===== config.mk =====
export PLATFORM = sky130hd
export DESIGN_NAME = fan_group_controller_core
export DESIGN_NICKNAME = d
export VERILOG_FILES = /design/src/sv/fgc_pkg.sv /design/src/sv/fan_group_controller_core.sv /design/src/sv/fgc_div.sv /design/src/sv/fgc_ctrl.sv /design/src/sv/fgc_dp.sv
export SDC_FILE = /design/constraint.sdc
export NUM_CORES = 2
export LEC_CHECK = 0
export ABC_AREA = 1
export BUFFER_PORTS_ARGS = -buffer_cell sky130_fd_sc_hd__buf_4
export CAP_MARGIN = 20
export CORE_UTILIZATION = 25
export DETAILED_ROUTE_END_ITERATION = 10
export GPL_TIMING_DRIVEN = 0
export PLACE_DENSITY = 0.4
export SKIP_CTS_REPAIR_TIMING = 1
export SYNTH_ARGS = -nofsm -noshare
export SYNTH_HDL_FRONTEND = slang
export SYNTH_SLANG_ARGS = --single-unit

===== constraint.sdc =====
create_clock -name i_clk -period 6.9 [get_ports i_clk]
set_clock_uncertainty 0.1 [all_clocks]
set_input_delay 0.345 -clock i_clk [delete_from_list [all_inputs] [get_ports i_clk]]
set_output_delay 0.345 -clock i_clk [all_outputs]
set_load 0.01 [all_outputs]

===== src/sv/fgc_pkg.sv =====
package fgc_pkg;

    localparam int REQ_W      = 3;
    localparam int GRP_W      = 2;
    localparam int DUTY_W     = 18;
    localparam int MS_W       = 16;
    localparam int CUR_W      = 16;
    localparam int ST_W       = 2;
    localparam int PULSE_W    = 16;
    localparam int CNT_W      = 16;
    localparam int RPM_W      = 16;
    localparam int DNOW_W     = 17;
    localparam int MASK_W     = 3;
    localparam int PERIOD_W   = 16;
    localparam int SIG_W      = 16;
    localparam int CFG_IDX_W  = 3;
    localparam int CFG_DATA_W = 16;
    localparam int MAX_RES    = 3;

    // edges * 30000 fits in 31 bits
    localparam int RPM_K_W    = 15;
    localparam int DIVD_W     = CNT_W + RPM_K_W;
    localparam int DIV_STEPS  = DIVD_W;
    localparam int DIV_CNT_W  = $clog2(DIV_STEPS);
    localparam int PROD_D_W   = DNOW_W + PERIOD_W;

    localparam logic [REQ_W-1:0] REQ_EDGE   = 3'd0;
    localparam logic [REQ_W-1:0] REQ_TICK   = 3'd1;
    localparam logic [REQ_W-1:0] REQ_DUTY   = 3'd2;
    localparam logic [REQ_W-1:0] REQ_OFF    = 3'd3;
    localparam logic [REQ_W-1:0] REQ_HEALTH = 3'd4;

    localparam logic [ST_W-1:0] ST_OK        = 2'd0;
    localparam logic [ST_W-1:0] ST_BAD_GROUP = 2'd1;
    localparam logic [ST_W-1:0] ST_FROZEN    = 2'd2;

    localparam logic [CFG_IDX_W-1:0] CFG_TACH      = 3'd0;
    localparam logic [CFG_IDX_W-1:0] CFG_METERED   = 3'd1;
    localparam logic [CFG_IDX_W-1:0] CFG_PERIOD    = 3'd2;
    localparam logic [CFG_IDX_W-1:0] CFG_FROZEN    = 3'd3;
    localparam logic [CFG_IDX_W-1:0] CFG_SIG_INNER = 3'd4;
    localparam logic [CFG_IDX_W-1:0] CFG_SIG_GUARD = 3'd5;

    localparam logic [GRP_W-1:0] GRP_INNER  = 2'd0;
    localparam logic [GRP_W-1:0] GRP_ALL_OK = 2'd3;

    localparam logic [MASK_W-1:0]   RST_TACH    = 3'd0;
    localparam logic [MASK_W-1:0]   RST_METERED = 3'd3;
    localparam logic [PERIOD_W-1:0] RST_PERIOD  = 16'd4000;

    localparam logic [DNOW_W-1:0]  FULL_Q16   = 17'd65536;
    localparam logic [DNOW_W-1:0]  MIN_DUTY   = 17'd13108;
    localparam logic [RPM_W-1:0]   RPM_STALL  = 16'd60;
    localparam logic [SIG_W-1:0]   SIG_MIN    = 16'd10;
    localparam logic [RPM_K_W-1:0] RPM_K      = 15'd30000;

    typedef struct packed {
        logic load;
        logic edge_upd;
        logic duty_mul;
        logic duty_emit;
        logic off_emit;
        logic health_emit;
        logic idx_inc;
        logic tick_mul;
        logic div_start;
        logic tick_wb;
    } t_cmd;

    typedef struct packed {
        logic ms_zero;
        logic tach_sel;
        logic idx_last;
        logic div_done;
    } t_stat;

endpackage


===== src/sv/fan_group_controller_core.sv =====
// Fan group controller: PWM duty, tach speed and health for up to three groups.
// Requests: an item is taken at a clock edge with start high and busy low.
// Results leave on o_strobe, one cycle each, and cannot be held off.
// A multi-result item (all off) delivers its results on consecutive cycles;
// o_last marks the final one of an item.
// Steps after the accepting edge:
//   tach edge      edge count update, no result
//   set duty       multiply, then emit; result registered onto o_strobe
//   all off        one result per group on back-to-back cycles
//   health query   single emit step, result registered onto o_strobe
//   tick           tach groups: select, multiply, 31-step shift-subtract divide,
//                  write back; other groups select only; nothing when length is 0
// Configuration: i_cfg_we writes register i_cfg_index at the clock edge; the user
// makes writes only while the block is idle, which the block does not enforce.
// Reset (synchronous, active low) clears edge counts, speeds, duties and the
// pending result, and loads the register defaults.
module fan_group_controller_core #(
    parameter int GROUPS = 3
) (
    input  logic                               i_clk,
    input  logic                               i_rst_n,
    input  logic                               start,
    output logic                               busy,
    input  logic [fgc_pkg::REQ_W-1:0]          i_req_type,
    input  logic [fgc_pkg::GRP_W-1:0]          i_group,
    input  logic signed [fgc_pkg::DUTY_W-1:0]  i_duty_q16,
    input  logic [fgc_pkg::MS_W-1:0]           i_tick_ms,
    input  logic [fgc_pkg::CUR_W-1:0]          i_inner_current_ma,
    input  logic [fgc_pkg::CUR_W-1:0]          i_guard_current_ma,
    input  logic                               i_cfg_we,
    input  logic [fgc_pkg::CFG_IDX_W-1:0]      i_cfg_index,
    input  logic [fgc_pkg::CFG_DATA_W-1:0]     i_cfg_wdata,
    output logic                               o_strobe,
    output logic [fgc_pkg::ST_W-1:0]           o_status,
    output logic                               o_pwm_write,
    output logic [fgc_pkg::GRP_W-1:0]          o_pwm_group,
    output logic [fgc_pkg::PULSE_W-1:0]        o_pulse_ticks,
    output logic [fgc_pkg::GRP_W-1:0]          o_unhealthy_group,
    output logic                               o_last
);
    import fgc_pkg::*;

    t_cmd  cmd;
    t_stat stat;

    fgc_ctrl u_ctrl (
        .i_clk      (i_clk),
        .i_rst_n    (i_rst_n),
        .i_start    (start),
        .i_req_type (i_req_type),
        .i_stat     (stat),
        .o_cmd      (cmd),
        .o_busy     (busy)
    );

    fgc_dp #(
        .GROUPS (GROUPS)
    ) u_dp (
        .i_clk              (i_clk),
        .i_rst_n            (i_rst_n),
        .i_cmd              (cmd),
        .o_stat             (stat),
        .i_cfg_we           (i_cfg_we),
        .i_cfg_index        (i_cfg_index),
        .i_cfg_wdata        (i_cfg_wdata),
        .i_group            (i_group),
        .i_duty_q16         (i_duty_q16),
        .i_tick_ms          (i_tick_ms),
        .i_inner_current_ma (i_inner_current_ma),
        .i_guard_current_ma (i_guard_current_ma),
        .o_strobe           (o_strobe),
        .o_status           (o_status),
        .o_pwm_write        (o_pwm_write),
        .o_pwm_group        (o_pwm_group),
        .o_pulse_ticks      (o_pulse_ticks),
        .o_unhealthy_group  (o_unhealthy_group),
        .o_last             (o_last)
    );

endmodule


===== src/sv/fgc_div.sv =====
module fgc_div (
    input  logic                        i_clk,
    input  logic                        i_rst_n,
    input  logic                        i_start,
    input  logic [fgc_pkg::DIVD_W-1:0]  i_dividend,
    input  logic [fgc_pkg::MS_W-1:0]    i_divisor,
    output logic [fgc_pkg::DIVD_W-1:0]  o_quotient,
    output logic                        o_done
);
    import fgc_pkg::*;

    localparam logic [DIV_CNT_W-1:0] LAST_STEP = DIV_CNT_W'(DIV_STEPS - 1);

    logic                 r_run;
    logic                 r_done;
    logic [DIV_CNT_W-1:0] r_cnt;
    logic [MS_W-1:0]      r_rem;
    logic [DIVD_W-1:0]    r_quo;

    logic [MS_W:0]   trial;
    logic [MS_W:0]   diff;
    logic            n_bit;
    logic [MS_W-1:0] n_rem;

    always_comb begin
        trial = {r_rem, r_quo[DIVD_W-1]};
        diff  = trial - {1'b0, i_divisor};
        n_bit = (trial >= {1'b0, i_divisor});
        n_rem = n_bit ? diff[MS_W-1:0] : trial[MS_W-1:0];
    end

    always_ff @(posedge i_clk) begin
        if (!i_rst_n) begin
            r_run  <= 1'b0;
            r_done <= 1'b0;
            r_cnt  <= '0;
        end else begin
            r_done <= 1'b0;
            if (i_start) begin
                r_run <= 1'b1;
                r_cnt <= '0;
            end else if (r_run) begin
                r_cnt <= r_cnt + 1'b1;
                if (r_cnt == LAST_STEP) begin
                    r_run  <= 1'b0;
                    r_done <= 1'b1;
                end
            end
        end
    end

    always_ff @(posedge i_clk) begin
        if (i_start) begin
            r_rem <= '0;
            r_quo <= i_dividend;
        end else if (r_run) begin
            r_rem <= n_rem;
            r_quo <= {r_quo[DIVD_W-2:0], n_bit};
        end
    end

    assign o_quotient = r_quo;
    assign o_done     = r_done;

endmodule


===== src/sv/fgc_ctrl.sv =====
module fgc_ctrl (
    input  logic                       i_clk,
    input  logic                       i_rst_n,
    input  logic                       i_start,
    input  logic [fgc_pkg::REQ_W-1:0]  i_req_type,
    input  fgc_pkg::t_stat             i_stat,
    output fgc_pkg::t_cmd              o_cmd,
    output logic                       o_busy
);
    import fgc_pkg::*;

    localparam logic [3:0] S_IDLE       = 4'd0;
    localparam logic [3:0] S_EDGE       = 4'd1;
    localparam logic [3:0] S_DUTY_MUL   = 4'd2;
    localparam logic [3:0] S_DUTY_OUT   = 4'd3;
    localparam logic [3:0] S_OFF        = 4'd4;
    localparam logic [3:0] S_HEALTH     = 4'd5;
    localparam logic [3:0] S_TICK_SEL   = 4'd6;
    localparam logic [3:0] S_TICK_MUL   = 4'd7;
    localparam logic [3:0] S_TICK_START = 4'd8;
    localparam logic [3:0] S_TICK_WAIT  = 4'd9;

    logic [3:0] r_state;
    logic [3:0] n_state;

    always_comb begin
        n_state = r_state;
        o_cmd   = '0;
        unique case (r_state)
            S_IDLE: begin
                if (i_start) begin
                    o_cmd.load = 1'b1;
                    unique case (i_req_type)
                        REQ_EDGE:   n_state = S_EDGE;
                        REQ_TICK:   n_state = S_TICK_SEL;
                        REQ_DUTY:   n_state = S_DUTY_MUL;
                        REQ_OFF:    n_state = S_OFF;
                        REQ_HEALTH: n_state = S_HEALTH;
                        default:    n_state = S_IDLE;
                    endcase
                end
            end
            S_EDGE: begin
                o_cmd.edge_upd = 1'b1;
                n_state = S_IDLE;
            end
            S_DUTY_MUL: begin
                o_cmd.duty_mul = 1'b1;
                n_state = S_DUTY_OUT;
            end
            S_DUTY_OUT: begin
                o_cmd.duty_emit = 1'b1;
                n_state = S_IDLE;
            end
            S_OFF: begin
                o_cmd.off_emit = 1'b1;
                if (i_stat.idx_last) begin
                    n_state = S_IDLE;
                end else begin
                    o_cmd.idx_inc = 1'b1;
                end
            end
            S_HEALTH: begin
                o_cmd.health_emit = 1'b1;
                n_state = S_IDLE;
            end
            S_TICK_SEL: begin
                if (i_stat.ms_zero) begin
                    n_state = S_IDLE;
                end else if (i_stat.tach_sel) begin
                    n_state = S_TICK_MUL;
                end else if (i_stat.idx_last) begin
                    n_state = S_IDLE;
                end else begin
                    o_cmd.idx_inc = 1'b1;
                end
            end
            S_TICK_MUL: begin
                o_cmd.tick_mul = 1'b1;
                n_state = S_TICK_START;
            end
            S_TICK_START: begin
                o_cmd.div_start = 1'b1;
                n_state = S_TICK_WAIT;
            end
            S_TICK_WAIT: begin
                if (i_stat.div_done) begin
                    o_cmd.tick_wb = 1'b1;
                    if (i_stat.idx_last) begin
                        n_state = S_IDLE;
                    end else begin
                        o_cmd.idx_inc = 1'b1;
                        n_state = S_TICK_SEL;
                    end
                end
            end
            default: n_state = S_IDLE;
        endcase
    end

    always_ff @(posedge i_clk) begin
        if (!i_rst_n) begin
            r_state <= S_IDLE;
        end else begin
            r_state <= n_state;
        end
    end

    assign o_busy = (r_state != S_IDLE);

endmodule


===== src/sv/fgc_dp.sv =====
module fgc_dp #(
    parameter int GROUPS = 3
) (
    input  logic                               i_clk,
    input  logic                               i_rst_n,
    input  fgc_pkg::t_cmd                      i_cmd,
    output fgc_pkg::t_stat                     o_stat,
    input  logic                               i_cfg_we,
    input  logic [fgc_pkg::CFG_IDX_W-1:0]      i_cfg_index,
    input  logic [fgc_pkg::CFG_DATA_W-1:0]     i_cfg_wdata,
    input  logic [fgc_pkg::GRP_W-1:0]          i_group,
    input  logic signed [fgc_pkg::DUTY_W-1:0]  i_duty_q16,
    input  logic [fgc_pkg::MS_W-1:0]           i_tick_ms,
    input  logic [fgc_pkg::CUR_W-1:0]          i_inner_current_ma,
    input  logic [fgc_pkg::CUR_W-1:0]          i_guard_current_ma,
    output logic                               o_strobe,
    output logic [fgc_pkg::ST_W-1:0]           o_status,
    output logic                               o_pwm_write,
    output logic [fgc_pkg::GRP_W-1:0]          o_pwm_group,
    output logic [fgc_pkg::PULSE_W-1:0]        o_pulse_ticks,
    output logic [fgc_pkg::GRP_W-1:0]          o_unhealthy_group,
    output logic                               o_last
);
    import fgc_pkg::*;

    // only the first three groups carry tach or health state; metering covers groups 0 and 1
    localparam int NG = (GROUPS < MAX_RES) ? GROUPS : MAX_RES;

    // configuration
    logic [MASK_W-1:0]   r_tach;
    logic [MASK_W-1:0]   r_metered;
    logic [PERIOD_W-1:0] r_period;
    logic                r_frozen;
    logic [SIG_W-1:0]    r_sig_inner;
    logic [SIG_W-1:0]    r_sig_guard;

    // latched request
    logic [GRP_W-1:0]         r_grp;
    logic signed [DUTY_W-1:0] r_duty;
    logic [MS_W-1:0]          r_ms;
    logic [CUR_W-1:0]         r_cur_inner;
    logic [CUR_W-1:0]         r_cur_guard;

    // per-group state
    logic [CNT_W-1:0]  r_edge  [NG];
    logic [RPM_W-1:0]  r_speed [NG];
    logic              r_known [NG];
    logic [DNOW_W-1:0] r_dnow  [NG];

    logic [GRP_W-1:0]    r_idx;
    logic [DIVD_W-1:0]   r_prod_tick;
    logic [PROD_D_W-1:0] r_prod_duty;

    // result register
    logic               r_strobe;
    logic [ST_W-1:0]    r_status;
    logic               r_wr;
    logic [GRP_W-1:0]   r_pgrp;
    logic [PULSE_W-1:0] r_pulse;
    logic [GRP_W-1:0]   r_unh;
    logic               r_last;

    logic [CNT_W-1:0]  sel_edge;
    logic              sel_tach;
    logic              idx_last;
    logic [DIVD_W-1:0] quotient;
    logic              div_done;
    logic [RPM_W-1:0]  rpm_sat;
    logic [DNOW_W-1:0] duty_cl;
    logic              grp_valid;
    logic              frozen_hit;
    logic              duty_ok;
    logic [ST_W-1:0]   duty_status;
    logic              col_inner;
    logic              col_guard;
    logic [NG-1:0]     h_fail;
    logic [GRP_W-1:0]  h_found;

    always_comb begin
        sel_edge = '0;
        sel_tach = 1'b0;
        for (int g = 0; g < NG; g++) begin
            if (r_idx == GRP_W'(g)) begin
                sel_edge = r_edge[g];
                sel_tach = r_tach[g];
            end
        end
    end

    assign idx_last = (r_idx == GRP_W'(NG - 1));
    assign rpm_sat  = (|quotient[DIVD_W-1:RPM_W]) ? '1 : quotient[RPM_W-1:0];

    assign o_stat.ms_zero  = (r_ms == '0);
    assign o_stat.tach_sel = sel_tach;
    assign o_stat.idx_last = idx_last;
    assign o_stat.div_done = div_done;

    fgc_div u_div (
        .i_clk      (i_clk),
        .i_rst_n    (i_rst_n),
        .i_start    (i_cmd.div_start),
        .i_dividend (r_prod_tick),
        .i_divisor  (r_ms),
        .o_quotient (quotient),
        .o_done     (div_done)
    );

    always_comb begin
        if (r_duty[DUTY_W-1]) begin
            duty_cl = '0;
        end else if (r_duty[DNOW_W-1:0] > FULL_Q16) begin
            duty_cl = FULL_Q16;
        end else begin
            duty_cl = r_duty[DNOW_W-1:0];
        end
    end

    assign grp_valid  = (32'(r_grp) < GROUPS);
    assign frozen_hit = (r_grp == GRP_INNER) && r_frozen;
    assign duty_ok    = grp_valid && !frozen_hit;

    always_comb begin
        if (!grp_valid) begin
            duty_status = ST_BAD_GROUP;
        end else if (frozen_hit) begin
            duty_status = ST_FROZEN;
        end else begin
            duty_status = ST_OK;
        end
    end

    // collapsed rail: 5 * current < 4 * signature
    assign col_inner = r_metered[0] && (r_sig_inner > SIG_MIN) &&
        (({r_cur_inner, 2'b00} + {2'b00, r_cur_inner}) < {1'b0, r_sig_inner, 2'b00});
    assign col_guard = r_metered[1] && (r_sig_guard > SIG_MIN) &&
        (({r_cur_guard, 2'b00} + {2'b00, r_cur_guard}) < {1'b0, r_sig_guard, 2'b00});

    always_comb begin
        for (int g = 0; g < NG; g++) begin
            h_fail[g] = (r_dnow[g] >= MIN_DUTY) &&
                ((r_tach[g] && r_known[g] && (r_speed[g] < RPM_STALL)) ||
                 ((g == 0) && col_inner) || ((g == 1) && col_guard));
        end
        h_found = GRP_ALL_OK;
        for (int g = NG - 1; g >= 0; g--) begin
            if (h_fail[g]) begin
                h_found = GRP_W'(g);
            end
        end
    end

    always_ff @(posedge i_clk) begin
        if (!i_rst_n) begin
            r_tach      <= RST_TACH;
            r_metered   <= RST_METERED;
            r_period    <= RST_PERIOD;
            r_frozen    <= 1'b0;
            r_sig_inner <= '0;
            r_sig_guard <= '0;
        end else if (i_cfg_we) begin
            unique case (i_cfg_index)
                CFG_TACH:      r_tach      <= i_cfg_wdata[MASK_W-1:0];
                CFG_METERED:   r_metered   <= i_cfg_wdata[MASK_W-1:0];
                CFG_PERIOD:    r_period    <= i_cfg_wdata[PERIOD_W-1:0];
                CFG_FROZEN:    r_frozen    <= i_cfg_wdata[0];
                CFG_SIG_INNER: r_sig_inner <= i_cfg_wdata[SIG_W-1:0];
                CFG_SIG_GUARD: r_sig_guard <= i_cfg_wdata[SIG_W-1:0];
                default: ;
            endcase
        end
    end

    always_ff @(posedge i_clk) begin
        if (i_cmd.load) begin
            r_grp       <= i_group;
            r_duty      <= i_duty_q16;
            r_ms        <= i_tick_ms;
            r_cur_inner <= i_inner_current_ma;
            r_cur_guard <= i_guard_current_ma;
        end
        if (i_cmd.tick_mul) begin
            r_prod_tick <= {{RPM_K_W{1'b0}}, sel_edge} * {{CNT_W{1'b0}}, RPM_K};
        end
        if (i_cmd.duty_mul) begin
            r_prod_duty <= {{PERIOD_W{1'b0}}, duty_cl} * {{DNOW_W{1'b0}}, r_period};
        end
    end

    always_ff @(posedge i_clk) begin
        if (!i_rst_n) begin
            r_idx <= '0;
            for (int g = 0; g < NG; g++) begin
                r_edge[g]  <= '0;
                r_speed[g] <= '0;
                r_known[g] <= 1'b0;
                r_dnow[g]  <= '0;
            end
        end else begin
            if (i_cmd.load) begin
                r_idx <= '0;
            end else if (i_cmd.idx_inc) begin
                r_idx <= r_idx + 1'b1;
            end
            for (int g = 0; g < NG; g++) begin
                if (i_cmd.edge_upd && (r_grp == GRP_W'(g)) && r_tach[g] &&
                    (r_edge[g] != '1)) begin
                    r_edge[g] <= r_edge[g] + 1'b1;
                end
                if (i_cmd.tick_wb && (r_idx == GRP_W'(g))) begin
                    r_speed[g] <= rpm_sat;
                    r_known[g] <= 1'b1;
                    r_edge[g]  <= '0;
                end
                if (i_cmd.duty_mul && duty_ok && (r_grp == GRP_W'(g))) begin
                    r_dnow[g] <= duty_cl;
                end
                if (i_cmd.off_emit && (r_idx == GRP_W'(g))) begin
                    r_dnow[g] <= '0;
                end
            end
        end
    end

    always_ff @(posedge i_clk) begin
        if (!i_rst_n) begin
            r_strobe <= 1'b0;
        end else begin
            r_strobe <= i_cmd.duty_emit || i_cmd.off_emit || i_cmd.health_emit;
        end
    end

    always_ff @(posedge i_clk) begin
        if (i_cmd.duty_emit) begin
            r_status <= duty_status;
            r_wr     <= duty_ok;
            r_pgrp   <= duty_ok ? r_grp : '0;
            r_pulse  <= duty_ok ? r_prod_duty[PULSE_W+15:16] : '0;
            r_unh    <= '0;
            r_last   <= 1'b1;
        end else if (i_cmd.off_emit) begin
            r_status <= ST_OK;
            r_wr     <= 1'b1;
            r_pgrp   <= r_idx;
            r_pulse  <= '0;
            r_unh    <= '0;
            r_last   <= idx_last;
        end else if (i_cmd.health_emit) begin
            r_status <= ST_OK;
            r_wr     <= 1'b0;
            r_pgrp   <= '0;
            r_pulse  <= '0;
            r_unh    <= h_found;
            r_last   <= 1'b1;
        end
    end

    assign o_strobe          = r_strobe;
    assign o_status          = r_status;
    assign o_pwm_write       = r_wr;
    assign o_pwm_group       = r_pgrp;
    assign o_pulse_ticks     = r_pulse;
    assign o_unhealthy_group = r_unh;
    assign o_last            = r_last;

endmodule


==> metrics.txt <==
# TYPE chip_impl_metric gauge
chip_impl_info{name="outcome",value="finished, violations left"} 1
chip_impl_info{name="violations",value="negative hold slack"} 1
chip_impl_metric{name="antenna_left",unit=""} 0
chip_impl_metric{name="power.clock.fraction",unit=""} 0.264
chip_impl_metric{name="netlist_instances",unit=""} 3394
chip_impl_metric{name="place_congestion",unit=""} 0.839
chip_impl_metric{name="dpl.hpwl",unit="um"} 71600
chip_impl_metric{name="routed_via_density",unit=""} 4.39
chip_impl_metric{name="timing_hold_violations_final",unit=""} 1
chip_impl_metric{name="syn-cell-area",unit="sq mm"} 0.0304
chip_impl_metric{name="post-route-util",unit=""} 0.314
chip_impl_info{name="ys_dominant_reg_cell",value="edfxtp_1"} 1
chip_impl_metric{name="fp-row-count",unit=""} 127
chip_impl_metric{name="layout_worst_path_cycle_share",unit=""} 0.982
chip_impl_info{name="criticalPathCategory",value="reg2reg"} 1
chip_impl_info{name="worst_path_most_repeated_cell",value="fa_1"} 1
chip_impl_metric{name="power_per_cell_area",unit="mW/mm^2"} 280
chip_impl_metric{name="first_pass_grt_wire_length",unit="um"} 140000
chip_impl_metric{name="area_share_of_the_largest_cell_type_after_synthesis",unit=""} 0.266
chip_impl_metric{name="detailedRoute.firstIterationViolations",unit=""} 1202
chip_impl_metric{name="sum_of_negative_setup_slack",unit="ns"} 0
chip_impl_metric{name="port_buffers",unit=""} 119
chip_impl_metric{name="ys_warnings",unit=""} 0
chip_impl_info{name="startpoint_type",value="flop"} 1
chip_impl_metric{name="groute.usage.overall",unit=""} 0.149
chip_impl_metric{name="crit_path_max_fanout",unit=""} 6
chip_impl_metric{name="cellInternalPower",unit="mW"} 6.45
chip_impl_metric{name="source_to_sink_clock_delay_at_the_later_pin_of_the_worst_skew_pair",unit="ns"} 0.64
chip_impl_metric{name="ir_worst_vdd",unit="mV"} 0.258
chip_impl_metric{name="number_of_antenna_violations_at_the_first_check_in_global_routing",unit=""} 1
chip_impl_metric{name="worst_relative_slew_slack",unit=""} 0.240
chip_impl_metric{name="initial_utilization",unit=""} 0.253
chip_impl_metric{name="setup_viol",unit=""} 0
chip_impl_info{name="synthMostInstantiatedCell",value="inv_1"} 1
chip_impl_info{name="tritoncts",value="done"} 1
chip_impl_metric{name="drive_gt1_frac",unit=""} 0.145
chip_impl_metric{name="power_switching",unit="mW"} 4.13
chip_impl_info{name="critical_path_slowest_stage_cell",value="fa_1"} 1
chip_impl_metric{name="ys_types",unit=""} 57
chip_impl_metric{name="crit_path_max_incr_delay",unit="ns"} 0.58
chip_impl_info{name="commonest_cells_post_synth",value="inv_1 (614), nand2_1 (588), nor2_1 (350)"} 1
chip_impl_metric{name="number_of_enable_type_register_cells_in_the_synthesized_netlist",unit=""} 270
chip_impl_metric{name="finalHoldWorstSlack",unit="ns"} -0.0242
chip_impl_metric{name="floorplan.die_area",unit="sq mm"} 0.123
chip_impl_metric{name="h-tree-depth",unit=""} 2
chip_impl_metric{name="detail_route.drc_violations",unit=""} 0
chip_impl_metric{name="area.growth.synth_to_final",unit="%"} 24.1
chip_impl_metric{name="floorplan_die_height",unit="um"} 351
chip_impl_metric{name="die_width",unit="um"} 351
chip_impl_metric{name="synth_area_per_cell",unit="sq um"} 8.97
chip_impl_metric{name="floorplan.io_pins",unit=""} 120
chip_impl_metric{name="overflow_left_after_global_routing",unit=""} 0
chip_impl_metric{name="worst_ep_required_time",unit="ns"} 7.18
chip_impl_metric{name="via_count",unit=""} 23700
chip_impl_metric{name="cts_num_sinks",unit=""} 388
chip_impl_metric{name="leakage",unit="nW"} 16.8
chip_impl_metric{name="cts_buffer_depth",unit=""} 3
chip_impl_info{name="synth.area.top_cells",value="edfxtp_1 (27%), fa_1 (18%), ha_1 (11%), dfxtp_1 (7.8%), inv_1 (7.6%)"} 1
chip_impl_metric{name="final_max_slew_viol_count",unit=""} 0
chip_impl_metric{name="max_cap_violations",unit=""} 0
chip_impl_info{name="critical_path.endpoint_type",value="flop"} 1
chip_impl_metric{name="routed_wire_length_per_instance",unit="um"} 16.9
chip_impl_metric{name="drt-pass1-iter-count",unit=""} 5
chip_impl_metric{name="async_flop_share",unit=""} 0
chip_impl_metric{name="syn-num-nets",unit=""} 4015
chip_impl_metric{name="achievable-frequency",unit="MHz"} 148
chip_impl_metric{name="tritoncts.num_buffers",unit=""} 51
chip_impl_metric{name="grt_pass1_vias",unit=""} 23600
chip_impl_info{name="hold_path_class",value="in2reg"} 1
chip_impl_metric{name="placed_cells_incl_taps",unit=""} 5135
chip_impl_info{name="unrepaired_setup_endpoints_after_global_routing",value="true"} 1
chip_impl_metric{name="grt_max_degree",unit=""} 28
chip_impl_metric{name="finalNetCount",unit=""} 4369
chip_impl_info{name="synthDominantAreaCellType",value="edfxtp_1"} 1
chip_impl_info{name="clock-root-buffer",value="clkbuf_16"} 1
chip_impl_metric{name="finalWorstPathRequiredPeriod",unit="ns"} 6.78
chip_impl_metric{name="finalPower",unit="mW"} 10.6
chip_impl_metric{name="design.core.area",unit="sq mm"} 0.120
chip_impl_metric{name="tightest_slew",unit="ns"} 1.14
chip_impl_metric{name="seq_power_share",unit=""} 0.271
chip_impl_metric{name="totalWireLength",unit="um"} 91600
chip_impl_metric{name="sw_frac_of_total",unit=""} 0.390
chip_impl_metric{name="share_comb_of_total_power",unit=""} 0.464
chip_impl_metric{name="number_of_register_bits_inferred_by_synthesis",unit=""} 388
chip_impl_metric{name="clk_pin_slew",unit="ns"} 0.06
chip_impl_metric{name="ys_seq_area_frac",unit=""} 0.344
chip_impl_metric{name="critPathArrivalTime",unit="ns"} 7.06
chip_impl_metric{name="instances_no_fill",unit=""} 5404
-- registers in the layout, indices dropped and copies added, names as in the netlist, 3 cells and up --
register	flops
u_dp.r_edge	48
u_dp.r_dnow	45
u_dp.r_speed	42
u_dp.u_div.o_quotient	31
u_dp.r_prod_tick	27
u_dp.r_duty	18
u_dp.o_pulse_ticks	16
u_dp.r_cur_guard	16
u_dp.r_cur_inner	16
u_dp.r_ms	16
u_dp.r_period	16
u_dp.r_prod_duty	16
u_dp.r_sig_guard	16
u_dp.r_sig_inner	16
u_dp.u_div.r_rem	16
u_dp.u_div.r_cnt	5
u_ctrl.r_state	4
u_dp.r_known	3
u_dp.r_tach	3
-- area by class of cell --
| cell class | count | area [sq um] |
|---|---|---|
| Inverter | 635 | 2440 |
| Timing Repair Buffer | 302 | 2680 |
| Multi-Input combinational cell | 2288 | 17900 |
| Clock buffer | 65 | 1370 |
| Antenna cell | 1 | 2.50 |
| Clock inverter | 31 | 378 |
| Fill cell | 12700 | 82500 |
| Sequential cell | 388 | 10500 |
| Tap cell | 1612 | 2020 |
| Buffer | 82 | 557 |
-- power groups by stage --
stage | clock [mW] | combinational [mW] | sequential [mW]
3_5_place_dp | 0 | 4.46 | 2.91
5_1_grt | 2.98 | 5.65 | 2.88
2_1_floorplan | 0 | 3.30 | 2.89
3_3_place_gp | 0 | 4.49 | 2.93
6_report | 2.80 | 4.91 | 2.87
4_1_cts | 2.90 | 4.52 | 2.86
-- metrics by stage --
| step | area [sq um] | setup WS, ns | hold WS (ns) |
|---|---|---|---|
| after floorplan | 30400 | 0.523 | 0.321 |
| after global placement | 33400 | -1.12 | 0.349 |
| after detailed placement | 33600 | -1.10 | 0.353 |
| after CTS | 35300 | -1.10 | -0.275 |
| after global routing | 37800 | -0.119 | 0.00752 |
| final | 37800 | 0.121 | -0.0242 |
-- cells by family (layout without fill, tap and decap cells) --
group | Yosys count | after routing | share of synthesized area
AO/OA/AOI/OAI | 454 | 454 | 0.0845
other | 0 | 1 | 0
adder cells (fa/ha/maj) | 527 | 527 | 0.283
XOR/XNOR | 91 | 91 | 0.0262
flip-flops | 388 | 388 | 0.344
AND/OR/NAND/NOR | 1216 | 1216 | 0.172
buffers and inverters | 718 | 1115 | 0.0905
-- layout by cell type (no fill, tap or decap), drive strengths merged, types with 9 or more instances in the layout --
| master | instances |
|---|---|
| buf | 248 |
| fa | 270 |
| a211oi | 9 |
| nor4 | 14 |
| dlygate4sd3 | 85 |
| a22oi | 13 |
| dfxtp | 118 |
| clkinvlp | 10 |
| o21ai | 132 |
| nand3 | 116 |
| o211ai | 28 |
| xor2 | 65 |
| a21oi | 219 |
| nand2 | 602 |
| ha | 257 |
| clkinv | 22 |
| nor3 | 68 |
| a21o | 10 |
| nand4 | 28 |
| edfxtp | 270 |
| inv | 627 |
| a31oi | 13 |
| xnor2 | 26 |
| nor2 | 371 |
| clkbuf | 116 |
-- critical path: cells and delay by family, from the launching register on --
family / cells / cell delay (ns)
flip-flops: 1 / 0.52
AND/OR/NAND/NOR: 9 / 0.90
XOR/XNOR: 1 / 0.16
buffers and inverters: 8 / 0.76
adder cells (fa/ha/maj): 7 / 3.30
AO/OA/AOI/OAI: 4 / 0.78
-- metal layers --
layer  share of wire  GRT usage  routed length, um  vias up
met4           0.018     0.0297               1670        0
met1            0.49      0.217              45200    11500
li1                -          -                  -    11600
met3           0.045     0.0192               4140       91
met5               0          0                  0        -
met2            0.44      0.233              40500      441
-- worst paths after layout --
check                                                    endpoint                      startpoint  cells after the start  slack, ns
worst min register to register     u_dp.r_dnow[2][4]$_SDFFE_PP0P_  u_dp.r_dnow[2][4]$_SDFFE_PP0P_                      2       0.36
worst max-delay path               u_dp.r_prod_duty[29]$_DFFE_PP_       u_dp.r_duty[12]$_DFFE_PP_                     29       0.12
worst min-delay path            u_dp.r_sig_guard[15]$_SDFFE_PN0P_                 i_cfg_wdata[15]                      3      -0.02
worst max register to register     u_dp.r_prod_duty[29]$_DFFE_PP_       u_dp.r_duty[12]$_DFFE_PP_                     29       0.12
(Power assumes the default switching activity.)
